===== src/rtl/sha1_pkg.sv =====
// Shared types and constants for the SHA-1 block hash.
// Holds the sequencer state type, the standard initial value, round constants
// and round functions. No dependencies.
package sha1_pkg;

    typedef enum logic [1:0] {
        ST_IDLE,
        ST_ROUND,
        ST_UPDATE,
        ST_OUTPUT
    } state_t;

    // Configuration register indexes
    localparam logic [2:0] CFG_INIT_0 = 3'd0;
    localparam logic [2:0] CFG_INIT_1 = 3'd1;
    localparam logic [2:0] CFG_INIT_2 = 3'd2;
    localparam logic [2:0] CFG_INIT_3 = 3'd3;
    localparam logic [2:0] CFG_INIT_4 = 3'd4;

    localparam int unsigned HASH_WORDS  = 5;
    localparam int unsigned BLOCK_WORDS = 16;

    localparam logic [3:0] LAST_WORD   = 4'd15;
    localparam logic [6:0] LAST_ROUND  = 7'd79;
    localparam logic [2:0] LAST_DIGEST = 3'd4;

    localparam logic [31:0] IV_0 = 32'h67452301;
    localparam logic [31:0] IV_1 = 32'hefcdab89;
    localparam logic [31:0] IV_2 = 32'h98badcfe;
    localparam logic [31:0] IV_3 = 32'h10325476;
    localparam logic [31:0] IV_4 = 32'hc3d2e1f0;

    function automatic logic [31:0] round_k(input logic [1:0] grp);
        logic [31:0] k;
        begin
            unique case (grp)
                2'd0:    k = 32'h5a827999;
                2'd1:    k = 32'h6ed9eba1;
                2'd2:    k = 32'h8f1bbcdc;
                default: k = 32'hca62c1d6;
            endcase
            return k;
        end
    endfunction

    // Ch, Parity, Maj, Parity by 20-round group
    function automatic logic [31:0] round_f(input logic [1:0] grp, input logic [31:0] b,
                                            input logic [31:0] c, input logic [31:0] d);
        logic [31:0] f;
        begin
            case (grp)
                2'd0:    f = (b & c) ^ (~b & d);
                2'd2:    f = (b & c) ^ (b & d) ^ (c & d);
                default: f = b ^ c ^ d;
            endcase
            return f;
        end
    endfunction

endpackage


===== src/rtl/sha1_block_hash.sv =====
// SHA-1 compression over a pre-padded message, one 32-bit word per transaction.
// Depends on sha1_pkg for the state type, initial value and round functions.
//
// Usage: words 0..14 of a block are taken one per cycle while busy is low.
// Word 15 starts the compression: one round per cycle through a single shared
// round adder, 80 rounds and then a chaining-value update, with busy held high
// throughout. If word 15 carried message_end, five digest words follow on
// consecutive cycles, each marked by digest_valid for one cycle, with busy still
// high; the receiver must take them as they come. No new message words are
// taken until the compression and any digest output are done.
// The init registers are written through the cfg channel while idle and
// are picked up by the first block of the next message.
module sha1_block_hash (
    input  logic        clk,
    input  logic        rst_n,
    input  logic        start,
    output logic        busy,
    input  logic [31:0] message_word,
    input  logic        message_end,
    output logic        digest_valid,
    output logic [31:0] digest_word,
    output logic        digest_last,
    input  logic        cfg_valid,
    output logic        cfg_ready,
    input  logic [2:0]  cfg_index,
    input  logic [31:0] cfg_data
);

    sha1_pkg::state_t state_reg, state_next;

    logic [3:0]  widx_reg, widx_next;
    logic [6:0]  cnt_reg, cnt_next;
    logic        mid_reg, mid_next;
    logic        end_reg, end_next;

    logic [31:0] init_reg [sha1_pkg::HASH_WORDS];
    logic [31:0] cv_reg   [sha1_pkg::HASH_WORDS];
    logic [31:0] cv_next  [sha1_pkg::HASH_WORDS];
    logic [31:0] w_reg    [sha1_pkg::BLOCK_WORDS];
    logic [31:0] w_next   [sha1_pkg::BLOCK_WORDS];

    logic [31:0] a_reg, b_reg, c_reg, d_reg, e_reg;
    logic [31:0] a_next, b_next, c_next, d_next, e_next;

    logic        accept;
    logic        cfg_write;
    logic [1:0]  grp;
    logic [31:0] round_sum;
    logic [31:0] w_new;

    assign busy      = (state_reg != sha1_pkg::ST_IDLE);
    assign cfg_ready = (state_reg == sha1_pkg::ST_IDLE);
    assign accept    = start && !busy;
    assign cfg_write = cfg_valid && cfg_ready;

    // Round group from the round counter
    always_comb
    begin
        if (cnt_reg < 7'd20)
            grp = 2'd0;
        else if (cnt_reg < 7'd40)
            grp = 2'd1;
        else if (cnt_reg < 7'd60)
            grp = 2'd2;
        else
            grp = 2'd3;
    end

    assign round_sum = {a_reg[26:0], a_reg[31:27]}
                     + sha1_pkg::round_f(grp, b_reg, c_reg, d_reg)
                     + e_reg + sha1_pkg::round_k(grp) + w_reg[0];

    // Next schedule word enters the top of the window
    assign w_new = {w_reg[13][30:0] ^ w_reg[8][30:0] ^ w_reg[2][30:0] ^ w_reg[0][30:0],
                    w_reg[13][31] ^ w_reg[8][31] ^ w_reg[2][31] ^ w_reg[0][31]};

    // Next state
    always_comb
    begin
        state_next = state_reg;
        unique case (state_reg)
            sha1_pkg::ST_IDLE:
            begin
                if (accept && widx_reg == sha1_pkg::LAST_WORD)
                    state_next = sha1_pkg::ST_ROUND;
            end
            sha1_pkg::ST_ROUND:
            begin
                if (cnt_reg == sha1_pkg::LAST_ROUND)
                    state_next = sha1_pkg::ST_UPDATE;
            end
            sha1_pkg::ST_UPDATE:
            begin
                state_next = end_reg ? sha1_pkg::ST_OUTPUT : sha1_pkg::ST_IDLE;
            end
            sha1_pkg::ST_OUTPUT:
            begin
                if (cnt_reg[2:0] == sha1_pkg::LAST_DIGEST)
                    state_next = sha1_pkg::ST_IDLE;
            end
            default:
            begin
                state_next = sha1_pkg::ST_IDLE;
            end
        endcase
    end

    // Datapath and counters
    always_comb
    begin
        widx_next = widx_reg;
        cnt_next  = cnt_reg;
        mid_next  = mid_reg;
        end_next  = end_reg;
        a_next    = a_reg;
        b_next    = b_reg;
        c_next    = c_reg;
        d_next    = d_reg;
        e_next    = e_reg;
        cv_next   = cv_reg;
        w_next    = w_reg;
        unique case (state_reg)
            sha1_pkg::ST_IDLE:
            begin
                if (accept)
                begin
                    for (int i = 0; i < sha1_pkg::BLOCK_WORDS - 1; i++)
                        w_next[i] = w_reg[i + 1];
                    w_next[sha1_pkg::BLOCK_WORDS - 1] = message_word;
                    widx_next = widx_reg + 4'd1;
                    if (widx_reg == sha1_pkg::LAST_WORD)
                    begin
                        end_next = message_end;
                        cnt_next = '0;
                        // first block of a message starts from the init registers
                        if (!mid_reg)
                            cv_next = init_reg;
                        a_next = mid_reg ? cv_reg[0] : init_reg[0];
                        b_next = mid_reg ? cv_reg[1] : init_reg[1];
                        c_next = mid_reg ? cv_reg[2] : init_reg[2];
                        d_next = mid_reg ? cv_reg[3] : init_reg[3];
                        e_next = mid_reg ? cv_reg[4] : init_reg[4];
                    end
                end
            end
            sha1_pkg::ST_ROUND:
            begin
                a_next = round_sum;
                b_next = a_reg;
                c_next = {b_reg[1:0], b_reg[31:2]};
                d_next = c_reg;
                e_next = d_reg;
                for (int i = 0; i < sha1_pkg::BLOCK_WORDS - 1; i++)
                    w_next[i] = w_reg[i + 1];
                w_next[sha1_pkg::BLOCK_WORDS - 1] = w_new;
                cnt_next = cnt_reg + 7'd1;
            end
            sha1_pkg::ST_UPDATE:
            begin
                cv_next[0] = cv_reg[0] + a_reg;
                cv_next[1] = cv_reg[1] + b_reg;
                cv_next[2] = cv_reg[2] + c_reg;
                cv_next[3] = cv_reg[3] + d_reg;
                cv_next[4] = cv_reg[4] + e_reg;
                mid_next   = 1'b1;
                cnt_next   = '0;
            end
            sha1_pkg::ST_OUTPUT:
            begin
                cnt_next = cnt_reg + 7'd1;
                if (cnt_reg[2:0] == sha1_pkg::LAST_DIGEST)
                    mid_next = 1'b0;
            end
            default:
            begin
                cnt_next = '0;
            end
        endcase
    end

    // Outputs
    always_comb
    begin
        digest_valid = (state_reg == sha1_pkg::ST_OUTPUT);
        digest_last  = digest_valid && (cnt_reg[2:0] == sha1_pkg::LAST_DIGEST);
        digest_word  = cv_reg[cnt_reg[2:0]];
    end

    always_ff @(posedge clk or negedge rst_n)
    begin
        if (!rst_n)
        begin
            state_reg <= sha1_pkg::ST_IDLE;
            widx_reg  <= '0;
            cnt_reg   <= '0;
            mid_reg   <= 1'b0;
            end_reg   <= 1'b0;
        end
        else
        begin
            state_reg <= state_next;
            widx_reg  <= widx_next;
            cnt_reg   <= cnt_next;
            mid_reg   <= mid_next;
            end_reg   <= end_next;
        end
    end

    always_ff @(posedge clk or negedge rst_n)
    begin
        if (!rst_n)
        begin
            init_reg[0] <= sha1_pkg::IV_0;
            init_reg[1] <= sha1_pkg::IV_1;
            init_reg[2] <= sha1_pkg::IV_2;
            init_reg[3] <= sha1_pkg::IV_3;
            init_reg[4] <= sha1_pkg::IV_4;
        end
        else if (cfg_write)
        begin
            unique case (cfg_index)
                sha1_pkg::CFG_INIT_0: init_reg[0] <= cfg_data;
                sha1_pkg::CFG_INIT_1: init_reg[1] <= cfg_data;
                sha1_pkg::CFG_INIT_2: init_reg[2] <= cfg_data;
                sha1_pkg::CFG_INIT_3: init_reg[3] <= cfg_data;
                sha1_pkg::CFG_INIT_4: init_reg[4] <= cfg_data;
                default:
                begin
                    // drop writes beyond the register list
                end
            endcase
        end
    end

    always_ff @(posedge clk)
    begin
        a_reg  <= a_next;
        b_reg  <= b_next;
        c_reg  <= c_next;
        d_reg  <= d_next;
        e_reg  <= e_next;
        cv_reg <= cv_next;
        w_reg  <= w_next;
    end

    // Last word of a block always starts a compression
    a_block_start: assert property (@(posedge clk) disable iff (!rst_n)
        accept && widx_reg == sha1_pkg::LAST_WORD |=> busy && cnt_reg == 7'd0)
        else $error("compression did not start after last block word");

    // Digest words come as an unbroken burst
    a_digest_burst: assert property (@(posedge clk) disable iff (!rst_n)
        digest_valid && !digest_last |=> digest_valid)
        else $error("digest burst broken");

    // Block is free again right after the final digest word
    a_digest_done: assert property (@(posedge clk) disable iff (!rst_n)
        digest_last |=> !busy && !mid_reg)
        else $error("block still busy after final digest word");

    // Round counter stays within the round range
    a_round_range: assert property (@(posedge clk) disable iff (!rst_n)
        state_reg == sha1_pkg::ST_ROUND |-> cnt_reg <= sha1_pkg::LAST_ROUND)
        else $error("round counter out of range");

    // Compression leaves the message marked as in progress
    a_mid_set: assert property (@(posedge clk) disable iff (!rst_n)
        state_reg == sha1_pkg::ST_UPDATE |=> mid_reg)
        else $error("chaining value update did not mark the message");

endmodule

===== config.mk =====
export PLATFORM = sky130hd
export DESIGN_NAME = sha1_block_hash
export DESIGN_NICKNAME = d
export VERILOG_FILES = /design/src/rtl/sha1_pkg.sv /design/src/rtl/sha1_block_hash.sv
export SDC_FILE = /design/constraint.sdc
export NUM_CORES = 2
export LEC_CHECK = 0
export BUFFER_PORTS_ARGS = -buffer_cell sky130_fd_sc_hd__buf_2
export CAP_MARGIN = 20
export CORE_MARGIN = 2
export CORE_UTILIZATION = 40
export DETAILED_ROUTE_END_ITERATION = 12
export SYNTH_ARGS = -nofsm -noshare
export SYNTH_HDL_FRONTEND = slang
export SYNTH_SLANG_ARGS = --single-unit

===== constraint.sdc =====
create_clock -name clk -period 21.5 [get_ports clk]
set_input_delay 2.15 -clock clk [delete_from_list [all_inputs] [get_ports clk]]
set_output_delay 2.15 -clock clk [all_outputs]
set_load 0.005 [all_outputs]

==> run metrics <==
hold endpoint w_reg[228]$_DFFE_PP_; Vias/cell 5.530; Worst-Margin Slew roughly 1.1 ns; number of global-route vias before repair between 30000 and 40000; hold_sp w_reg[196]$_DFFE_PP_; Post-CTS Hold Fix Bufs 0; Worst R2R End a_reg[29]$_DFFE_PP_; routed wl met2 between 60 and 70 mm; Reg2Reg Depth 22; DRC viols 0; commonest cells in the netlist edfxtp_1, nand2_1, o21ai_0; RSZ-0062 raised after global routing false; largest cells by area after synthesis edfxtp_1, ha_1, fa_1; Synth Instances around 4300; CTS tree built; worst-path maximum fanout between 60 and 70; count leader, synth edfxtp_1; layout overhead on the synthesized area 12.04%; Final HPWL DP 101.7 mm; Relative slew margins 24.18%; Port Buf Inserts 107; antenna violations before repair 9; Post-Synthesis Cell Area 52710 µm²; FF-to-FF Start cnt_reg[5]$_DFFE_PN0P_; Max Slew Vio Count 0; flop2flop setup slack 14.49 ns; WL met3 9.049 mm; Synth Area per Inst 12.24 µm²; fin crit share 32.60%; Mapped Nets approximately 4700; largest net degree at the start of global routing roughly 200; die height 367.0 µm; final setup vio count 0; Die Area 134700 µm²; gr ovfl total 0; area share of the largest cell type after synthesis 47.40%; status complete, no violations; fraction of layout cells with a size suffix above 1 14.43%; Synth area leader edfxtp_1; Yosys reg bits 1007; filler cell count 12162; core region area 131100 µm²; Clock transition at path regs around 0.07 ns; first-pass GRT wire length 216.6 mm; Hold Path Stages 0; Setup TNS Final 0 ns; Routed wire per std cell 23.25 µm; Initial Util 40.20%; post-synthesis sequential area ratio between 50 and 60%; crit path launch type register; gpl congestion 0.9172; ys flop type edfxtp_1; clock sinks approximately 1000; antenna viol nets, final 0; CTS Buf Count 107; worst path required time 22.04 ns; total setup buffers inserted after CTS 0; Worst-Skew Late Latency 0.76 ns; f_max 142.7 MHz; max reg flops 512; clock buffer depth 3; Hold/Removal Path Class register to register; Horiz. Die Dim 367.0 µm; met1 wire length 65.40 mm; Final Routed Wirelength 145.1 mm; Worst Path Arrival 7.55 ns; DR pass1 iterations 6; CTS root buffer clkbuf_16; Post-synth EDFFs 832; Final nets 4787; post-CTS sizing 0; Fin. Hold Viols 0; YS warnings 0; critical path class register to register; row cnt 133; routed vias 34506; Setup crit end kind register; Max-Cap Viols 0; GRT Total Usage 21.30%; Ports about 110; Initial DRC Count 3378; crit path time final 7.008 ns; Final Skew 0.04508 ns; max layer used met5; ys async rst share 17.38%; H-tree depth 3; Fin Hold WS 0.3903 ns; Cell variety after synth 82
## per-stage QoR
step                instances  worst slack [ns]  utilization (%)  area, µm²
detailed placement       6035             14.52            42.09      55190
floorplan                4307             5.441                -      52720
global placement         6034             14.75            42.09      55190
global route             6239             13.82            45.04      59060
finish                   6240             14.49            45.04      59060
CTS                      6239             14.48            45.04      59060
## cell usage in the layout, fill, tap and decap left out, drive strengths merged, types with 80 or more instances in the layout
cell	instances
nor2	230
ha	201
mux2i	151
xnor2	178
clkbuf	127
dfrtp	95
edfxtp	832
dfstp	80
a21o	116
nand2	374
inv	341
mux2	169
buf	147
a21oi	298
fa	125
o21ai	345
## layout make-up
cell class	count	area [µm²]	area share, %
Tap cell	1755	2196	3.718
Antenna cell	1	2.502	0.004237
Clock buffer	126	2829	4.790
Sequential cell	1007	29470	49.90
Inverter	333	1250	2.116
Multi-Input combinational cell	2792	21390	36.21
Timing Repair Buffer	148	889.6	1.506
Clock inverter	78	1033	1.750
## worst max path at each step
stage	from	to	slack [ns]	depth (start not counted)
floorplan	start	w_reg[0]$_DFFE_PP_	5.44	2
global route	cnt_reg[5]$_DFFE_PN0P_	a_reg[29]$_DFFE_PP_	13.82	22
finish	cnt_reg[5]$_DFFE_PN0P_	a_reg[29]$_DFFE_PP_	14.49	22
global placement	cnt_reg[5]$_DFFE_PN0P_	a_reg[31]$_DFFE_PP_	14.75	22
CTS	cnt_reg[5]$_DFFE_PN0P_	a_reg[29]$_DFFE_PP_	14.48	22
detailed placement	cnt_reg[5]$_DFFE_PN0P_	a_reg[29]$_DFFE_PP_	14.52	22
## layer usage
layer | GRT usage [%] | vias to the layer above
met3 | 3.129 | 233
met4 | 7.227 | 12
met2 | 32.90 | 1164
met5 | 0 | -
li1 | - | 15824
met1 | 30.71 | 17273
## cell families (layout without fill, tap and decap cells)
logic type	after synthesis	count (layout)	share of synthesized area [%]
adders and majority gates	327	327	9.537
xor gates and xnor gates	253	253	4.204
other	0	1	0
muxes	352	352	7.845
AOI/OAI and AO/OA	1029	1029	11.94
and+or+nand+nor	831	831	6.943
DFF	1007	1007	55.89
buffers and inverters	508	685	3.639
## critical path, stage by stage (launching register included)
cell      delay [ns]
dfrtp_1         0.47
inv_1           0.10
maj3_1          0.39
a221o_2         0.40
buf_4           0.32
inv_1           0.22
ha_1            0.78
a221oi_1        0.17
a21oi_1         0.23
fa_1            0.46
fa_1            0.52
ha_1            0.19
inv_1           0.07
fa_1            0.45
nor2b_1         0.17
o21a_1          0.18
o21ai_0         0.10
a21oi_1         0.44
a211oi_1        0.17
a21oi_1         0.37
o41ai_1         0.17
mux2i_1         0.14
a311oi_1        0.29
Power is left out: the tool's default activity adds up to more than one toggle a clock period on the data nets, which glitch-free logic cannot reach.
